===== src/sv/mlfp_pkg.sv =====
// ----------------------------------------------------------------------------
// mlfp_pkg
// Shared types and constants of the motor link frame parser.
// ----------------------------------------------------------------------------
package mlfp_pkg;

	localparam int MAX_ENTRIES     = 16;
	localparam int ALL_STATE_COUNT = 9;
	localparam int WORD_BYTES      = 4;
	localparam int LOOKBACK_DEPTH  = 3;
	localparam int CFG_IDX_W       = 3;

	localparam logic [CFG_IDX_W-1:0] REG_GENERAL_HDR = 3'd0;
	localparam logic [CFG_IDX_W-1:0] REG_SPEED_HDR   = 3'd1;
	localparam logic [CFG_IDX_W-1:0] REG_READ_CODE   = 3'd2;
	localparam logic [CFG_IDX_W-1:0] REG_WRITE_CODE  = 3'd3;
	localparam logic [CFG_IDX_W-1:0] REG_BATTERY_ID  = 3'd4;
	localparam logic [CFG_IDX_W-1:0] REG_ALL_STATE_ID = 3'd5;

	localparam logic [7:0] GENERAL_HDR_RST  = 8'd175;
	localparam logic [7:0] SPEED_HDR_RST    = 8'd179;
	localparam logic [7:0] READ_CODE_RST    = 8'd0;
	localparam logic [7:0] WRITE_CODE_RST   = 8'd1;
	localparam logic [7:0] BATTERY_ID_RST   = 8'd1;
	localparam logic [7:0] ALL_STATE_ID_RST = 8'd6;

	typedef enum logic [1:0] {
		KIND_SPEED,
		KIND_BATTERY,
		KIND_ALL_STATE,
		KIND_GENERIC
	} frame_kind_t;

	typedef enum logic [2:0] {
		PH_HUNT,
		PH_SPEED,
		PH_DEVICE,
		PH_RW,
		PH_COUNT,
		PH_IDS,
		PH_WORDS
	} phase_t;

	typedef enum logic [2:0] {
		CS_FEED,
		CS_RESCAN,
		CS_DIRECT,
		CS_READ,
		CS_LOAD
	} ctl_state_t;

	typedef struct packed {
		logic       feed;
		logic       use_queue;
		logic [1:0] queue_sel;
		logic       rd_issue;
		logic       load_direct;
		logic       load_entry;
	} dp_cmd_t;

	typedef struct packed {
		logic bad;
		logic fin_direct;
		logic fin_general;
		logic last_entry;
		logic out_free;
	} dp_stat_t;

endpackage


===== src/sv/mlfp_ifs.sv =====
// ----------------------------------------------------------------------------
// mlfp_ifs
// Channel interfaces: received bytes, parsed results, register writes.
// ----------------------------------------------------------------------------
interface mlfp_rx_if;
	logic       valid;
	logic       ready;
	logic [7:0] rx_byte;

	modport source (output valid, output rx_byte, input ready);
	modport sink (input valid, input rx_byte, output ready);
endinterface

interface mlfp_res_if;
	logic        valid;
	logic        ready;
	logic [1:0]  frame_kind;
	logic [7:0]  device_id;
	logic        is_write;
	logic [4:0]  entry_count;
	logic [3:0]  entry_index;
	logic [7:0]  entry_id;
	logic [31:0] entry_word;
	logic        last_entry;

	modport source (
		output valid, output frame_kind, output device_id, output is_write,
		output entry_count, output entry_index, output entry_id, output entry_word,
		output last_entry, input ready
	);
	modport sink (
		input valid, input frame_kind, input device_id, input is_write,
		input entry_count, input entry_index, input entry_id, input entry_word,
		input last_entry, output ready
	);
endinterface

interface mlfp_cfg_if;
	logic       valid;
	logic       ready;
	logic [2:0] index;
	logic [7:0] data;

	modport source (output valid, output index, output data, input ready);
	modport sink (input valid, input index, input data, output ready);
endinterface


===== src/sv/mlfp_ram.sv =====
// ----------------------------------------------------------------------------
// mlfp_ram
// Generic simple dual-port RAM, one write port, one registered read port.
// ----------------------------------------------------------------------------
module mlfp_ram #(
	parameter int WIDTH = 8,
	parameter int DEPTH = 16
) (
	input  logic                     clk,
	input  logic                     wr_en,
	input  logic [$clog2(DEPTH)-1:0] wr_addr,
	input  logic [WIDTH-1:0]         wr_data,
	input  logic                     rd_en,
	input  logic [$clog2(DEPTH)-1:0] rd_addr,
	output logic [WIDTH-1:0]         rd_data
);

	logic [WIDTH-1:0] mem_q [DEPTH];
	logic [WIDTH-1:0] rd_data_q;

	always_ff @(posedge clk) begin
		if (wr_en) begin
			mem_q[wr_addr] <= wr_data;
		end
		if (rd_en) begin
			rd_data_q <= mem_q[rd_addr];
		end
	end

	assign rd_data = rd_data_q;

endmodule


===== src/sv/mlfp_ctl.sv =====
// ----------------------------------------------------------------------------
// mlfp_ctl
// Controller: byte intake, lookback rescan, result emission sequencing.
// ----------------------------------------------------------------------------
module mlfp_ctl (
	input  logic              clk,
	input  logic              arst_n,
	input  logic              rx_valid,
	output logic              rx_ready,
	output mlfp_pkg::dp_cmd_t cmd,
	input  mlfp_pkg::dp_stat_t stat
);
	import mlfp_pkg::*;

	localparam logic [1:0] RS_LAST = 2'(LOOKBACK_DEPTH - 1);

	ctl_state_t state_q, state_d;
	logic [1:0] rs_q;

	always_ff @(posedge clk or negedge arst_n) begin
		if (!arst_n) begin
			state_q <= CS_FEED;
			rs_q    <= 2'd0;
		end else begin
			state_q <= state_d;
			if (state_q == CS_RESCAN && rs_q != RS_LAST) begin
				rs_q <= rs_q + 2'd1;
			end else begin
				rs_q <= 2'd0;
			end
		end
	end

	always_comb begin
		state_d = state_q;
		case (state_q)
			CS_FEED: begin
				if (rx_valid) begin
					if (stat.bad) begin
						state_d = CS_RESCAN;
					end else if (stat.fin_direct) begin
						state_d = CS_DIRECT;
					end else if (stat.fin_general) begin
						state_d = CS_READ;
					end
				end
			end
			CS_RESCAN: begin
				if (rs_q == RS_LAST) begin
					state_d = CS_FEED;
				end
			end
			CS_DIRECT: begin
				if (stat.out_free) begin
					state_d = CS_FEED;
				end
			end
			CS_READ: begin
				state_d = CS_LOAD;
			end
			CS_LOAD: begin
				if (stat.out_free) begin
					state_d = stat.last_entry ? CS_FEED : CS_READ;
				end
			end
			default: begin
				state_d = CS_FEED;
			end
		endcase
	end

	always_comb begin
		rx_ready        = 1'b0;
		cmd             = '0;
		cmd.queue_sel   = rs_q;
		case (state_q)
			CS_FEED: begin
				rx_ready = 1'b1;
				cmd.feed = rx_valid;
			end
			CS_RESCAN: begin
				cmd.feed      = 1'b1;
				cmd.use_queue = 1'b1;
			end
			CS_DIRECT: begin
				cmd.load_direct = stat.out_free;
			end
			CS_READ: begin
				cmd.rd_issue = 1'b1;
			end
			CS_LOAD: begin
				cmd.load_entry = stat.out_free;
			end
			default: begin
				rx_ready = 1'b0;
			end
		endcase
	end

endmodule


===== src/sv/mlfp_dp.sv =====
// ----------------------------------------------------------------------------
// mlfp_dp
// Datapath: parse phase, frame fields, id and word stores, result register.
// ----------------------------------------------------------------------------
module mlfp_dp #(
	parameter int MAX_ENTRIES = mlfp_pkg::MAX_ENTRIES
) (
	input  logic                       clk,
	input  logic                       arst_n,
	input  mlfp_pkg::dp_cmd_t          cmd,
	output mlfp_pkg::dp_stat_t         stat,
	input  logic [7:0]                 rx_byte,
	input  logic                       cfg_we,
	input  logic [mlfp_pkg::CFG_IDX_W-1:0] cfg_index,
	input  logic [7:0]                 cfg_data,
	output logic                       res_valid,
	input  logic                       res_ready,
	output logic [1:0]                 frame_kind,
	output logic [7:0]                 device_id,
	output logic                       is_write,
	output logic [4:0]                 entry_count,
	output logic [3:0]                 entry_index,
	output logic [7:0]                 entry_id,
	output logic [31:0]                entry_word,
	output logic                       last_entry
);
	import mlfp_pkg::*;

	localparam int IDX_W = $clog2(MAX_ENTRIES);
	localparam int CNT_W = $clog2(MAX_ENTRIES + 1);
	localparam logic [1:0] LAST_SUB = 2'(WORD_BYTES - 1);

	logic [7:0] general_hdr_q, speed_hdr_q, read_code_q, write_code_q;
	logic [7:0] battery_id_q, all_state_id_q;

	phase_t      phase_q;
	logic [1:0]  sub_q;
	logic [IDX_W-1:0] idx_q, emit_idx_q;
	logic [7:0]  dev_q, rw_q, first_id_q;
	logic        is_write_q, match_q, direct_speed_q;
	logic [CNT_W-1:0] count_q;
	logic [31:0] asm_q;
	logic [7:0]  queue_q [LOOKBACK_DEPTH];

	logic        out_valid_q, out_last_q, out_write_q;
	logic [1:0]  out_kind_q;
	logic [7:0]  out_dev_q, out_id_q;
	logic [4:0]  out_count_q;
	logic [3:0]  out_index_q;
	logic [31:0] out_word_q;

	logic [7:0]  byte_in;
	logic [31:0] asm_new;
	logic        idx_last, frame_ok, id_we, word_we;
	logic [7:0]  id_rd;
	logic [31:0] word_rd;
	frame_kind_t entry_kind;

	assign byte_in  = cmd.use_queue ? queue_q[cmd.queue_sel] : rx_byte;
	assign asm_new  = asm_q | (32'(byte_in) << {sub_q, 3'b000});
	assign idx_last = (CNT_W'(idx_q) + CNT_W'(1)) == count_q;
	assign frame_ok = (rw_q == read_code_q || rw_q == write_code_q)
		&& (byte_in <= 8'(MAX_ENTRIES));

	assign id_we   = cmd.feed && phase_q == PH_IDS;
	assign word_we = cmd.feed && phase_q == PH_WORDS && sub_q == LAST_SUB;

	assign stat.bad        = cmd.feed && phase_q == PH_COUNT && !frame_ok;
	assign stat.fin_direct = cmd.feed && ((phase_q == PH_SPEED && sub_q == LAST_SUB)
		|| (phase_q == PH_COUNT && frame_ok && byte_in == 8'd0));
	assign stat.fin_general = cmd.feed && idx_last
		&& ((phase_q == PH_IDS && !is_write_q) || word_we);
	assign stat.last_entry = (CNT_W'(emit_idx_q) + CNT_W'(1)) == count_q;
	assign stat.out_free   = !out_valid_q || res_ready;

	always_comb begin
		entry_kind = KIND_GENERIC;
		if (is_write_q && count_q == CNT_W'(1) && first_id_q == battery_id_q) begin
			entry_kind = KIND_BATTERY;
		end else if (is_write_q && count_q == CNT_W'(ALL_STATE_COUNT) && match_q) begin
			entry_kind = KIND_ALL_STATE;
		end
	end

	mlfp_ram #(.WIDTH(8), .DEPTH(MAX_ENTRIES)) u_id_ram (
		.clk     (clk),
		.wr_en   (id_we),
		.wr_addr (idx_q),
		.wr_data (byte_in),
		.rd_en   (cmd.rd_issue),
		.rd_addr (emit_idx_q),
		.rd_data (id_rd)
	);

	mlfp_ram #(.WIDTH(32), .DEPTH(MAX_ENTRIES)) u_word_ram (
		.clk     (clk),
		.wr_en   (word_we),
		.wr_addr (idx_q),
		.wr_data (asm_new),
		.rd_en   (cmd.rd_issue),
		.rd_addr (emit_idx_q),
		.rd_data (word_rd)
	);

	always_ff @(posedge clk or negedge arst_n) begin
		if (!arst_n) begin
			general_hdr_q  <= GENERAL_HDR_RST;
			speed_hdr_q    <= SPEED_HDR_RST;
			read_code_q    <= READ_CODE_RST;
			write_code_q   <= WRITE_CODE_RST;
			battery_id_q   <= BATTERY_ID_RST;
			all_state_id_q <= ALL_STATE_ID_RST;
		end else if (cfg_we) begin
			case (cfg_index)
				REG_GENERAL_HDR:  general_hdr_q  <= cfg_data;
				REG_SPEED_HDR:    speed_hdr_q    <= cfg_data;
				REG_READ_CODE:    read_code_q    <= cfg_data;
				REG_WRITE_CODE:   write_code_q   <= cfg_data;
				REG_BATTERY_ID:   battery_id_q   <= cfg_data;
				REG_ALL_STATE_ID: all_state_id_q <= cfg_data;
				default: begin
				end
			endcase
		end
	end

	always_ff @(posedge clk or negedge arst_n) begin
		if (!arst_n) begin
			phase_q        <= PH_HUNT;
			sub_q          <= 2'd0;
			idx_q          <= '0;
			emit_idx_q     <= '0;
			dev_q          <= 8'd0;
			rw_q           <= 8'd0;
			first_id_q     <= 8'd0;
			is_write_q     <= 1'b0;
			match_q        <= 1'b1;
			direct_speed_q <= 1'b0;
			count_q        <= '0;
			asm_q          <= 32'd0;
			for (int i = 0; i < LOOKBACK_DEPTH; i++) begin
				queue_q[i] <= 8'd0;
			end
		end else begin
			if (stat.fin_general) begin
				emit_idx_q <= '0;
			end else if (cmd.load_entry) begin
				emit_idx_q <= emit_idx_q + IDX_W'(1);
			end
			if (cmd.feed) begin
				case (phase_q)
					PH_HUNT: begin
						if (byte_in == speed_hdr_q) begin
							phase_q <= PH_SPEED;
							sub_q   <= 2'd0;
							asm_q   <= 32'd0;
						end else if (byte_in == general_hdr_q) begin
							phase_q <= PH_DEVICE;
						end
					end
					PH_SPEED: begin
						asm_q <= asm_new;
						sub_q <= sub_q + 2'd1;
						if (sub_q == LAST_SUB) begin
							phase_q        <= PH_HUNT;
							direct_speed_q <= 1'b1;
						end
					end
					PH_DEVICE: begin
						dev_q   <= byte_in;
						phase_q <= PH_RW;
					end
					PH_RW: begin
						rw_q    <= byte_in;
						phase_q <= PH_COUNT;
					end
					PH_COUNT: begin
						phase_q <= PH_HUNT;
						if (!frame_ok) begin
							queue_q[0] <= dev_q;
							queue_q[1] <= rw_q;
							queue_q[2] <= byte_in;
						end else begin
							is_write_q <= rw_q == write_code_q;
							count_q    <= CNT_W'(byte_in);
							idx_q      <= '0;
							match_q    <= 1'b1;
							if (byte_in == 8'd0) begin
								direct_speed_q <= 1'b0;
							end else begin
								phase_q <= PH_IDS;
							end
						end
					end
					PH_IDS: begin
						if (idx_q == '0) begin
							first_id_q <= byte_in;
						end
						if (byte_in != all_state_id_q) begin
							match_q <= 1'b0;
						end
						idx_q <= idx_q + IDX_W'(1);
						if (idx_last) begin
							if (is_write_q) begin
								phase_q <= PH_WORDS;
								idx_q   <= '0;
								sub_q   <= 2'd0;
								asm_q   <= 32'd0;
							end else begin
								phase_q <= PH_HUNT;
							end
						end
					end
					PH_WORDS: begin
						sub_q <= sub_q + 2'd1;
						if (sub_q == LAST_SUB) begin
							asm_q <= 32'd0;
							idx_q <= idx_q + IDX_W'(1);
							if (idx_last) begin
								phase_q <= PH_HUNT;
							end
						end else begin
							asm_q <= asm_new;
						end
					end
					default: begin
						phase_q <= PH_HUNT;
					end
				endcase
			end
		end
	end

	always_ff @(posedge clk or negedge arst_n) begin
		if (!arst_n) begin
			out_valid_q <= 1'b0;
		end else if (cmd.load_direct || cmd.load_entry) begin
			out_valid_q <= 1'b1;
		end else if (res_ready) begin
			out_valid_q <= 1'b0;
		end
	end

	always_ff @(posedge clk) begin
		if (cmd.load_direct) begin
			out_index_q <= 4'd0;
			out_id_q    <= 8'd0;
			out_last_q  <= 1'b1;
			if (direct_speed_q) begin
				out_kind_q  <= KIND_SPEED;
				out_dev_q   <= 8'd0;
				out_write_q <= 1'b0;
				out_count_q <= 5'd1;
				out_word_q  <= asm_q;
			end else begin
				out_kind_q  <= KIND_GENERIC;
				out_dev_q   <= dev_q;
				out_write_q <= is_write_q;
				out_count_q <= 5'd0;
				out_word_q  <= 32'd0;
			end
		end else if (cmd.load_entry) begin
			out_kind_q  <= entry_kind;
			out_dev_q   <= dev_q;
			out_write_q <= is_write_q;
			out_count_q <= 5'(count_q);
			out_index_q <= 4'(emit_idx_q);
			out_id_q    <= id_rd;
			out_word_q  <= is_write_q ? word_rd : 32'd0;
			out_last_q  <= stat.last_entry;
		end
	end

	assign res_valid   = out_valid_q;
	assign frame_kind  = out_kind_q;
	assign device_id   = out_dev_q;
	assign is_write    = out_write_q;
	assign entry_count = out_count_q;
	assign entry_index = out_index_q;
	assign entry_id    = out_id_q;
	assign entry_word  = out_word_q;
	assign last_entry  = out_last_q;

endmodule


===== src/sv/motor_link_frame_parser.sv =====
// ----------------------------------------------------------------------------
// motor_link_frame_parser
// Parses received link bytes into speed, battery, all-state and generic
// frame results.
// ----------------------------------------------------------------------------
// One received byte is taken per cycle while a frame is being parsed. A bad
// read/write code or an oversized count stalls intake while the device,
// code and count bytes are scanned again for a header. A completed speed
// frame or zero-count frame gives its one result once the output register
// is free; a frame with n entries gives n results, each by an id and word
// store read, then a result register load, and no byte is taken until the
// last is loaded. Results wait in an output register; the stores need no
// clearing after reset. Register writes are taken at any time.
// ----------------------------------------------------------------------------
module motor_link_frame_parser #(
	parameter int MAX_ENTRIES = mlfp_pkg::MAX_ENTRIES
) (
	input  logic        clk,
	input  logic        arst_n,
	mlfp_rx_if.sink     rx,
	mlfp_res_if.source  res,
	mlfp_cfg_if.sink    cfg
);
	import mlfp_pkg::*;

	dp_cmd_t  cmd;
	dp_stat_t stat;

	assign cfg.ready = 1'b1;

	mlfp_ctl u_ctl (
		.clk      (clk),
		.arst_n   (arst_n),
		.rx_valid (rx.valid),
		.rx_ready (rx.ready),
		.cmd      (cmd),
		.stat     (stat)
	);

	mlfp_dp #(.MAX_ENTRIES(MAX_ENTRIES)) u_dp (
		.clk         (clk),
		.arst_n      (arst_n),
		.cmd         (cmd),
		.stat        (stat),
		.rx_byte     (rx.rx_byte),
		.cfg_we      (cfg.valid),
		.cfg_index   (cfg.index),
		.cfg_data    (cfg.data),
		.res_valid   (res.valid),
		.res_ready   (res.ready),
		.frame_kind  (res.frame_kind),
		.device_id   (res.device_id),
		.is_write    (res.is_write),
		.entry_count (res.entry_count),
		.entry_index (res.entry_index),
		.entry_id    (res.entry_id),
		.entry_word  (res.entry_word),
		.last_entry  (res.last_entry)
	);

endmodule


===== src/flat_wrapper.sv =====
// flat-port wrapper written by rule: the top's interface ports become plain ports
module motor_link_frame_parser_flat import mlfp_pkg::*;
#(
	parameter int MAX_ENTRIES = mlfp_pkg::MAX_ENTRIES
)
  (clk, arst_n, rx_valid, rx_rx_byte, rx_ready, res_valid, res_frame_kind, res_device_id, res_is_write, res_entry_count, res_entry_index, res_entry_id, res_entry_word, res_last_entry, res_ready, cfg_valid, cfg_index, cfg_data, cfg_ready);
  mlfp_rx_if rx_i ();
  mlfp_res_if res_i ();
  mlfp_cfg_if cfg_i ();
  input  logic clk;
  input  logic arst_n;
  input wire logic [$bits(rx_i.valid)-1:0] rx_valid;
  input wire logic [$bits(rx_i.rx_byte)-1:0] rx_rx_byte;
  output wire logic [$bits(rx_i.ready)-1:0] rx_ready;
  output wire logic [$bits(res_i.valid)-1:0] res_valid;
  output wire logic [$bits(res_i.frame_kind)-1:0] res_frame_kind;
  output wire logic [$bits(res_i.device_id)-1:0] res_device_id;
  output wire logic [$bits(res_i.is_write)-1:0] res_is_write;
  output wire logic [$bits(res_i.entry_count)-1:0] res_entry_count;
  output wire logic [$bits(res_i.entry_index)-1:0] res_entry_index;
  output wire logic [$bits(res_i.entry_id)-1:0] res_entry_id;
  output wire logic [$bits(res_i.entry_word)-1:0] res_entry_word;
  output wire logic [$bits(res_i.last_entry)-1:0] res_last_entry;
  input wire logic [$bits(res_i.ready)-1:0] res_ready;
  input wire logic [$bits(cfg_i.valid)-1:0] cfg_valid;
  input wire logic [$bits(cfg_i.index)-1:0] cfg_index;
  input wire logic [$bits(cfg_i.data)-1:0] cfg_data;
  output wire logic [$bits(cfg_i.ready)-1:0] cfg_ready;
  assign rx_i.valid = rx_valid;
  assign rx_i.rx_byte = rx_rx_byte;
  assign rx_ready = rx_i.ready;
  assign res_valid = res_i.valid;
  assign res_frame_kind = res_i.frame_kind;
  assign res_device_id = res_i.device_id;
  assign res_is_write = res_i.is_write;
  assign res_entry_count = res_i.entry_count;
  assign res_entry_index = res_i.entry_index;
  assign res_entry_id = res_i.entry_id;
  assign res_entry_word = res_i.entry_word;
  assign res_last_entry = res_i.last_entry;
  assign res_i.ready = res_ready;
  assign cfg_i.valid = cfg_valid;
  assign cfg_i.index = cfg_index;
  assign cfg_i.data = cfg_data;
  assign cfg_ready = cfg_i.ready;
  motor_link_frame_parser #(.MAX_ENTRIES(MAX_ENTRIES)) u_core (.clk(clk), .arst_n(arst_n), .rx(rx_i), .res(res_i), .cfg(cfg_i));
endmodule

===== config.mk =====
export PLATFORM = sky130hd
export DESIGN_NAME = motor_link_frame_parser_flat
export DESIGN_NICKNAME = d
export VERILOG_FILES = /design/src/sv/mlfp_pkg.sv /design/src/sv/mlfp_ifs.sv /design/src/sv/mlfp_ram.sv /design/src/sv/mlfp_ctl.sv /design/src/sv/mlfp_dp.sv /design/src/sv/motor_link_frame_parser.sv /design/src/flat_wrapper.sv
export SDC_FILE = /design/constraint.sdc
export NUM_CORES = 1
export LEC_CHECK = 0
export BUFFER_PORTS_ARGS = -buffer_cell sky130_fd_sc_hd__clkbuf_2
export CORE_MARGIN = 2
export CORE_UTILIZATION = 59
export CTS_CLUSTER_SIZE = 16
export DETAILED_ROUTE_END_ITERATION = 10
export PLACE_DENSITY = 0.76
export SETUP_SLACK_MARGIN = 0.3
export SYNTH_ARGS = -nofsm -noshare
export SYNTH_HDL_FRONTEND = slang
export SYNTH_SLANG_ARGS = --single-unit

===== constraint.sdc =====
create_clock -name clk -period 5.05 [get_ports clk]
set_input_delay 1.01 -clock clk [delete_from_list [all_inputs] [get_ports clk]]
set_output_delay 1.01 -clock clk [all_outputs]
set_load 0.03 [all_outputs]

==> flow_summary.ini, run 1 <==
[run_status]
status = completed

[worst_setup_path]
crit_required_ps = 5560
critical_path_class = reg -> reg
cp_top_family = simple AND/OR/NAND/NOR gates
cp_max_fo = 34
crit_path_end_kind = flop
crit_slowest_cell = or3b_1
reg2reg_depth = 10
cp.depth = 10
start_kind = flop
cpPeakStageDelay_ps = 540
cp.arrival_ps = 4450
cp_cell_sequence = or3b_1 -> a221oi_2 -> or2_1 -> inv_4 -> a222oi_1 -> nor4b_4 -> nand4_2 -> a21oi_4 -> buf_4 -> mux2_2
crit_buf_inv = 2

[floorplan]
start_util_pct = 59.9
ioPinCount = 88
fp.dieW_um = 250
rows = 89
die_area_um2 = 62300
core_um2 = 59400
die_h_um = 250

[sta]
tightest_slew_ps = 1250
period_minus_slack_ps = 3940
fmax_mhz = 254
period_share_pct = 78.0
fin_skew_ps = 32.3
maxSlewHeadroom_pct = 16.2
worst_hold_slack_ps = 459
hold_viol = 0
slew_violations = 0
setup_violations = 0
tns_ps = 0
rsz0062_at_grt = false

[clocking]
clk_pin_slew_worst_paths_ps = 60
cts_hold_buf = 0
cts_setup_buffers = 0
numCtsBuffers = 90
cts.sinks = 896
cts_max_path_buffers = 3
h-tree-depth = 3
cts.repair.resized = 0
cts_tree = yes
clock_latency_ps = 650
clockRootBuffer = clkbuf_16

[power]
swShare_pct = 26.5
cellPowerDensity_nw_per_um2 = 472
vdd_drop_max_uv = 426
clockPowerShare_pct = 36.1
p_seq_share_pct = 49.8
p_leak_nw = 13.8
p_sw_mw = 5.00
combPwrFrac_pct = 14.1
internal-power_mw = 13.9

[job]
max_cap_violations = 0

[logic_synthesis]
avgSynthCellArea_um2 = 18.9
yosys_warnings = 0
synth_edf_count = 728
synth.distinct_cells = 78
synthCells = 1881
async_flop_share_pct = 17.3
yosysSeqAreaShare_pct = 73.2
synth_area_um2 = 35600
synth_fp_nets = 1912
ys.flop_type = edfxtp_1
ys_seq_elements = 896

[global_routing]
grt_antenna_before_repair = 1
grt_pass1_vias = 19101
grt_max_degree = 96
grt_pass1_wl_mm = 125
grt_remaining_overflow = 0
track_usage_pct = 27.3

[cells_and_area]
final_common_cell = edfxtp_1
final_cell_mix = 728 x edfxtp_1, 200 x mux4_2, 135 x dfrtp_1
nets = 2046
layout-drive-gt1-share_pct = 29.4
area_growth_pct = 12.7
n_antenna_cell = 0

[routing]
wirelength_mm = 83.1
first_iter_violations = 2138
avgRoutedWirePerCell_um = 29.0
ant_nets = 0
vias = 18508
dr.pass1.iters = 5
drcViolationCount = 0
vias_per_cell = 6.47

[worst_hold_path]
whs_path_depth = 1
hold_path_class = reg -> reg

[place]
dp_hpwl_mm = 48.5
place.gp.congestion = 0.915
numPortBuffers = 86
## metal layers
layer / up-vias / global-route usage (%) / wire length, µm
met2: 882 / 44.7 / 41200
met3: 170 / 5.44 / 6750
met1: 9716 / 37.5 / 32400
met4: 2 / 9.23 / 2690
li1: 7738 / - / -
met5: - / 0 / 13
## logic make-up after synthesis
family | Yosys count | share of synthesized area (%)
AOI/OAI and AO/OA | 213 | 4.00
xor gates and xnor gates | 45 | 1.11
adders and majority gates | 7 | 0.246
buffers and inverters | 160 | 1.84
DFF | 896 | 73.2
muxes | 300 | 15.8
other | 1 | 0.0105
and+or+nand+nor | 259 | 3.80
## final timing paths
| path | slack (ps) | start | to |
|---|---|---|---|
| min | 460 | u_core.u_dp.u_id_ram.rd_data[0]$_DFFE_PN_ | u_core.u_dp.entry_id[0]$_SDFFE_PP0P_ |
| max in group asynchronous | 3480 | arst_n | u_core.u_dp.general_hdr_q[5]$_DFFE_PN1P_ |
| max | 1110 | u_core.u_ctl.state_q[0]$_DFFE_PN0P_ | u_core.u_dp.asm_q[5]$_DFFE_PN0P_ |
| min reg2reg | 460 | u_core.u_dp.u_id_ram.rd_data[0]$_DFFE_PN_ | u_core.u_dp.entry_id[0]$_SDFFE_PP0P_ |
| min in group asynchronous | 470 | arst_n | u_core.u_dp.battery_id_q[7]$_DFFE_PN0P_ |
| max reg2reg | 1110 | u_core.u_ctl.state_q[0]$_DFFE_PN0P_ | u_core.u_dp.asm_q[5]$_DFFE_PN0P_ |
## final cells by class
class,count,area [µm²]
sequential,896,26000
multi-input combinational,825,8940
tap,773,967
timing repair buffer,135,830
clock inverter,38,517
inverter,67,254
fill,3775,19300
clock buffer,128,2530
## power by group through the flow
stage | sequential (mW) | combinational (mW) | clock [mW]
2_1_floorplan | 9.34 | 1.81 | 0
3_3_place_gp | 9.55 | 2.51 | 0
3_5_place_dp | 9.55 | 2.62 | 0
4_1_cts | 9.41 | 2.65 | 6.91
5_1_grt | 9.45 | 2.90 | 7.19
6_report | 9.42 | 2.67 | 6.83
## through the flow
step                instances  cell area, µm²  utilization (%)  setup WS [ps]  power [mW]
floorplan                1881           35600                -            966        11.2
global placement         2696           37000             62.4           1330        12.1
detailed placement       2696           37000             62.4           1120        12.2
CTS                      2862           40100             67.5           1150        19.0
global route             2862           40100             67.5            861        19.5
finish                   2862           40100             67.5           1110        18.9
## Yosys cell counts, drive strengths merged, types with 4 or more instances
| cell | number | area share (%) |
|---|---|---|
| buf | 27 | 0.43 |
| xor2 | 22 | 0.54 |
| o22ai | 12 | 0.21 |
| xnor2 | 23 | 0.57 |
| nor3 | 13 | 0.18 |
| nand4b | 4 | 0.099 |
| o21ai | 57 | 0.81 |
| a31oi | 8 | 0.14 |
| or2 | 4 | 0.070 |
| a221oi | 5 | 0.14 |
| nor4 | 8 | 0.20 |
| dfxtp | 13 | 0.73 |
| a21oi | 47 | 0.70 |
| inv | 62 | 0.66 |
| a22o | 44 | 1.1 |
| nor2 | 71 | 0.75 |
| mux4 | 200 | 13 |
| dfstp | 16 | 1.2 |
| dfrtp | 139 | 9.8 |
| a21o | 6 | 0.13 |
| mux2 | 97 | 3.1 |
| edfxtp | 728 | 61 |
| a22oi | 11 | 0.23 |
| nand3 | 11 | 0.17 |
| and2 | 36 | 0.63 |
| nand2b | 7 | 0.12 |
| ha | 7 | 0.25 |
| nor2b | 17 | 0.30 |
| clkbuf | 66 | 0.70 |
| clkinv | 5 | 0.053 |
| nand2 | 64 | 0.68 |
| and3 | 4 | 0.070 |
## state kept, by name (all words and copies together) (netlist names), 24 cells and up
name,count
u_core.u_dp.asm_q,32
u_core.u_dp.entry_word,32
u_core.u_dp.queue_q,24
u_core.u_dp.u_id_ram.mem_q,128
u_core.u_dp.u_word_ram.rd_data,32
u_core.u_dp.u_word_ram.mem_q,512
(Power assumes the default switching activity.)
==> run 2: changes to the inputs <==
--- a/config.mk
+++ b/config.mk
@@ -5,6 +5,7 @@
 export SDC_FILE = /design/constraint.sdc
 export NUM_CORES = 1
 export LEC_CHECK = 0
+export ABC_AREA = 1
 export BUFFER_PORTS_ARGS = -buffer_cell sky130_fd_sc_hd__clkbuf_2
 export CORE_MARGIN = 2
 export CORE_UTILIZATION = 59
==> constraint.sdc (replaced) <==
create_clock -name clk -period 4 [get_ports clk]
set_input_delay 0.8 -clock clk [delete_from_list [all_inputs] [get_ports clk]]
set_output_delay 0.8 -clock clk [all_outputs]
set_load 0.03 [all_outputs]
==> run 2 against run 1 <==
Die area is 1.9% higher. Via count rose by 34%. Global-route usage is 1.6 points higher. Setup slack lost 320 ps. Register-to-register slack worse by 320 ps. Area after synthesis is 1.9% higher. Clock-buffer cell count down 17. Sequential share of layout area is 0.55 points lower. Hold slack worse by 170 ps. Routed wire length grew 10%. Critical endpoint is now u_core.u_dp.asm_q[31]$_DFFE_PN0P_. Largest power group unchanged.
==> flow_summary.ini, run 2 <==
[sta]
rsz0062_at_grt = false
fin_skew_ps = 19.9
hold_viol = 0
period_share_pct = 80.2
maxSlewHeadroom_pct = 38.8
period_minus_slack_ps = 3210
slew_violations = 0
setup_ws_ps = 792
setup_violations = 0
fmax_mhz = 312
tightest_slew_ps = 917
tns_ps = 0

[power]
total_power_mw = 29.6
cellPowerDensity_nw_per_um2 = 732
vdd_drop_max_uv = 432
p_leak_nw = 14.4

[routing]
vias = 24757
first_iter_violations = 3331
drcViolationCount = 0
ant_nets = 0
vias_per_cell = 6.36
avgRoutedWirePerCell_um = 23.5
wirelength_mm = 91.6
dr.pass1.iters = 6

[clocking]
cts_setup_buffers = 0
h-tree-depth = 3
numCtsBuffers = 87
cts_max_path_buffers = 3
clock_latency_ps = 640
clk_pin_slew_worst_paths_ps = 60
cts.repair.resized = 0
clockRootBuffer = clkbuf_16
cts.sinks = 896
cts_hold_buf = 0
cts_tree = yes

[global_routing]
grt_pass1_vias = 24366
grt_pass1_wl_mm = 139
grt_antenna_before_repair = 1
track_usage_pct = 28.9
grt_remaining_overflow = 0
grt_max_degree = 157

[floorplan]
start_util_pct = 59.8
fp.dieW_um = 252
rows = 90
core_um2 = 60600
die_h_um = 252
die_area_um2 = 63400
ioPinCount = 88

[worst_setup_path]
crit_required_ps = 4480
crit_slowest_cell = and2_4
cp_top_family = simple AND/OR/NAND/NOR gates
start_kind = flop
critical_path_class = reg -> reg
cp.depth = 12
cpPeakStageDelay_ps = 630
cp_max_fo = 36
reg2reg_depth = 12
crit_path_end_kind = flop
crit_top_cell = nand2_1
cp_cell_sequence = nor2_2 -> nand2_1 -> nand3_1 -> nand2_1 -> xnor2_1 -> inv_1 -> nand2_1 -> nor2_2 -> nand2_2 -> nand2_4 -> and2_4 -> o21ai_0
crit_buf_inv = 1
cp.arrival_ps = 3690

[cells_and_area]
fillers = 4223
stdcell_area_um2 = 40400
final_cell_mix = 728 x edfxtp_1, 500 x o21ai_0, 398 x nor2_1
n_antenna_cell = 0
largest_reg_flops = 512
fin_cells = 3892
reg.largest.list = u_core.u_dp.u_word_ram.mem_q (512), u_core.u_dp.u_id_ram.mem_q (128)
max_flop_register = u_core.u_dp.u_word_ram.mem_q
area_growth_pct = 11.5
layout-drive-gt1-share_pct = 12.6
final_common_cell = edfxtp_1
nets = 3073

[logic_synthesis]
yosys-top-cells-area = edfxtp_1 60%, dfrtp_1 9.6%, o21ai_0 6.9%, nor2_1 4.3%, nand2_1 3.2%
synth_top_area_share_pct = 60.3
synth_top_cell_by_area = edfxtp_1
synth_area_um2 = 36300
synthCells = 2971
ys.flop_type = edfxtp_1
ys_seq_elements = 896
synth_edf_count = 728
synth_fp_nets = 3002
avgSynthCellArea_um2 = 12.2
yosys-top-cells-count = 728 x edfxtp_1, 500 x o21ai_0, 414 x nor2_1
async_flop_share_pct = 17.3
synth.distinct_cells = 46
yosysMostFrequentCell = edfxtp_1
yosys_warnings = 0
yosysSeqAreaShare_pct = 71.8

[worst_hold_path]
hold_path_class = in -> async

[run_status]
status = completed

[place]
place_area_um2 = 37800
pre_cts_slack_ps = 678
dp_hpwl_mm = 50.2
dp.cells = 3735
place.gp.congestion = 0.863
numPortBuffers = 86

[job]
max_cap_violations = 0
## run 2: kinds of logic after synthesis
family | synth area share [%]
simple gates | 10.7
compound gates | 12.6
fa+ha+maj | 0.242
xor+xnor | 0.966
flops | 71.8
other cells | 0.0103
buf+inv | 3.72
## run 2: cell type report
| class | count | area (µm²) | area share [%] |
|---|---|---|---|
| Sequential cell | 896 | 26000 | 64.4 |
| Timing Repair Buffer | 168 | 1140 | 2.82 |
| Clock buffer | 111 | 2330 | 5.76 |
| Clock inverter | 46 | 317 | 0.783 |
| Inverter | 153 | 587 | 1.45 |
| Tap cell | 782 | 978 | 2.42 |
| Multi-Input combinational cell | 1736 | 9030 | 22.3 |
## run 2: worst paths after layout
kind                            slack, ps                                      end                                     from
worst min-delay path                  290  u_core.u_dp.write_code_q[7]$_DFFE_PN0P_                                   arst_n
worst min register to register        460  u_core.u_dp.entry_index[0]$_SDFFE_PP0P_  u_core.u_dp.entry_index[0]$_SDFFE_PP0P_
worst max-delay path                  790        u_core.u_dp.asm_q[31]$_DFFE_PN0P_           u_core.u_ctl.rs_q[0]$_DFF_PN0_
worst max register to register        790        u_core.u_dp.asm_q[31]$_DFFE_PN0P_           u_core.u_ctl.rs_q[0]$_DFF_PN0_
max in group asynchronous            2840        u_core.u_dp.asm_q[14]$_DFFE_PN0P_                                   arst_n
min in group clk                      460  u_core.u_dp.entry_index[0]$_SDFFE_PP0P_  u_core.u_dp.entry_index[0]$_SDFFE_PP0P_
## run 2: per-layer routing
metal  vias up  track usage (%)  part of all wire, %
li1      10917                -                    -
met1     12108             39.9                   39
met2      1484             46.1                   47
met3       248             4.74                   10
met4         0             12.9                  4.0
met5         -                0                    0
## run 2: metrics by stage
step | hold slack [ps] | util [%]
floorplan | 442 | -
global placement | 430 | 62.3
detailed placement | 447 | 62.3
CTS | 305 | 66.7
global route | 354 | 66.7
finish | 291 | 66.7
## run 2: power breakdown
group	total, mW	switching, mW	internal (mW)
sequential	12.6	0.696	11.9
clock	7.70	3.39	4.31
combinational	9.31	6.78	2.53
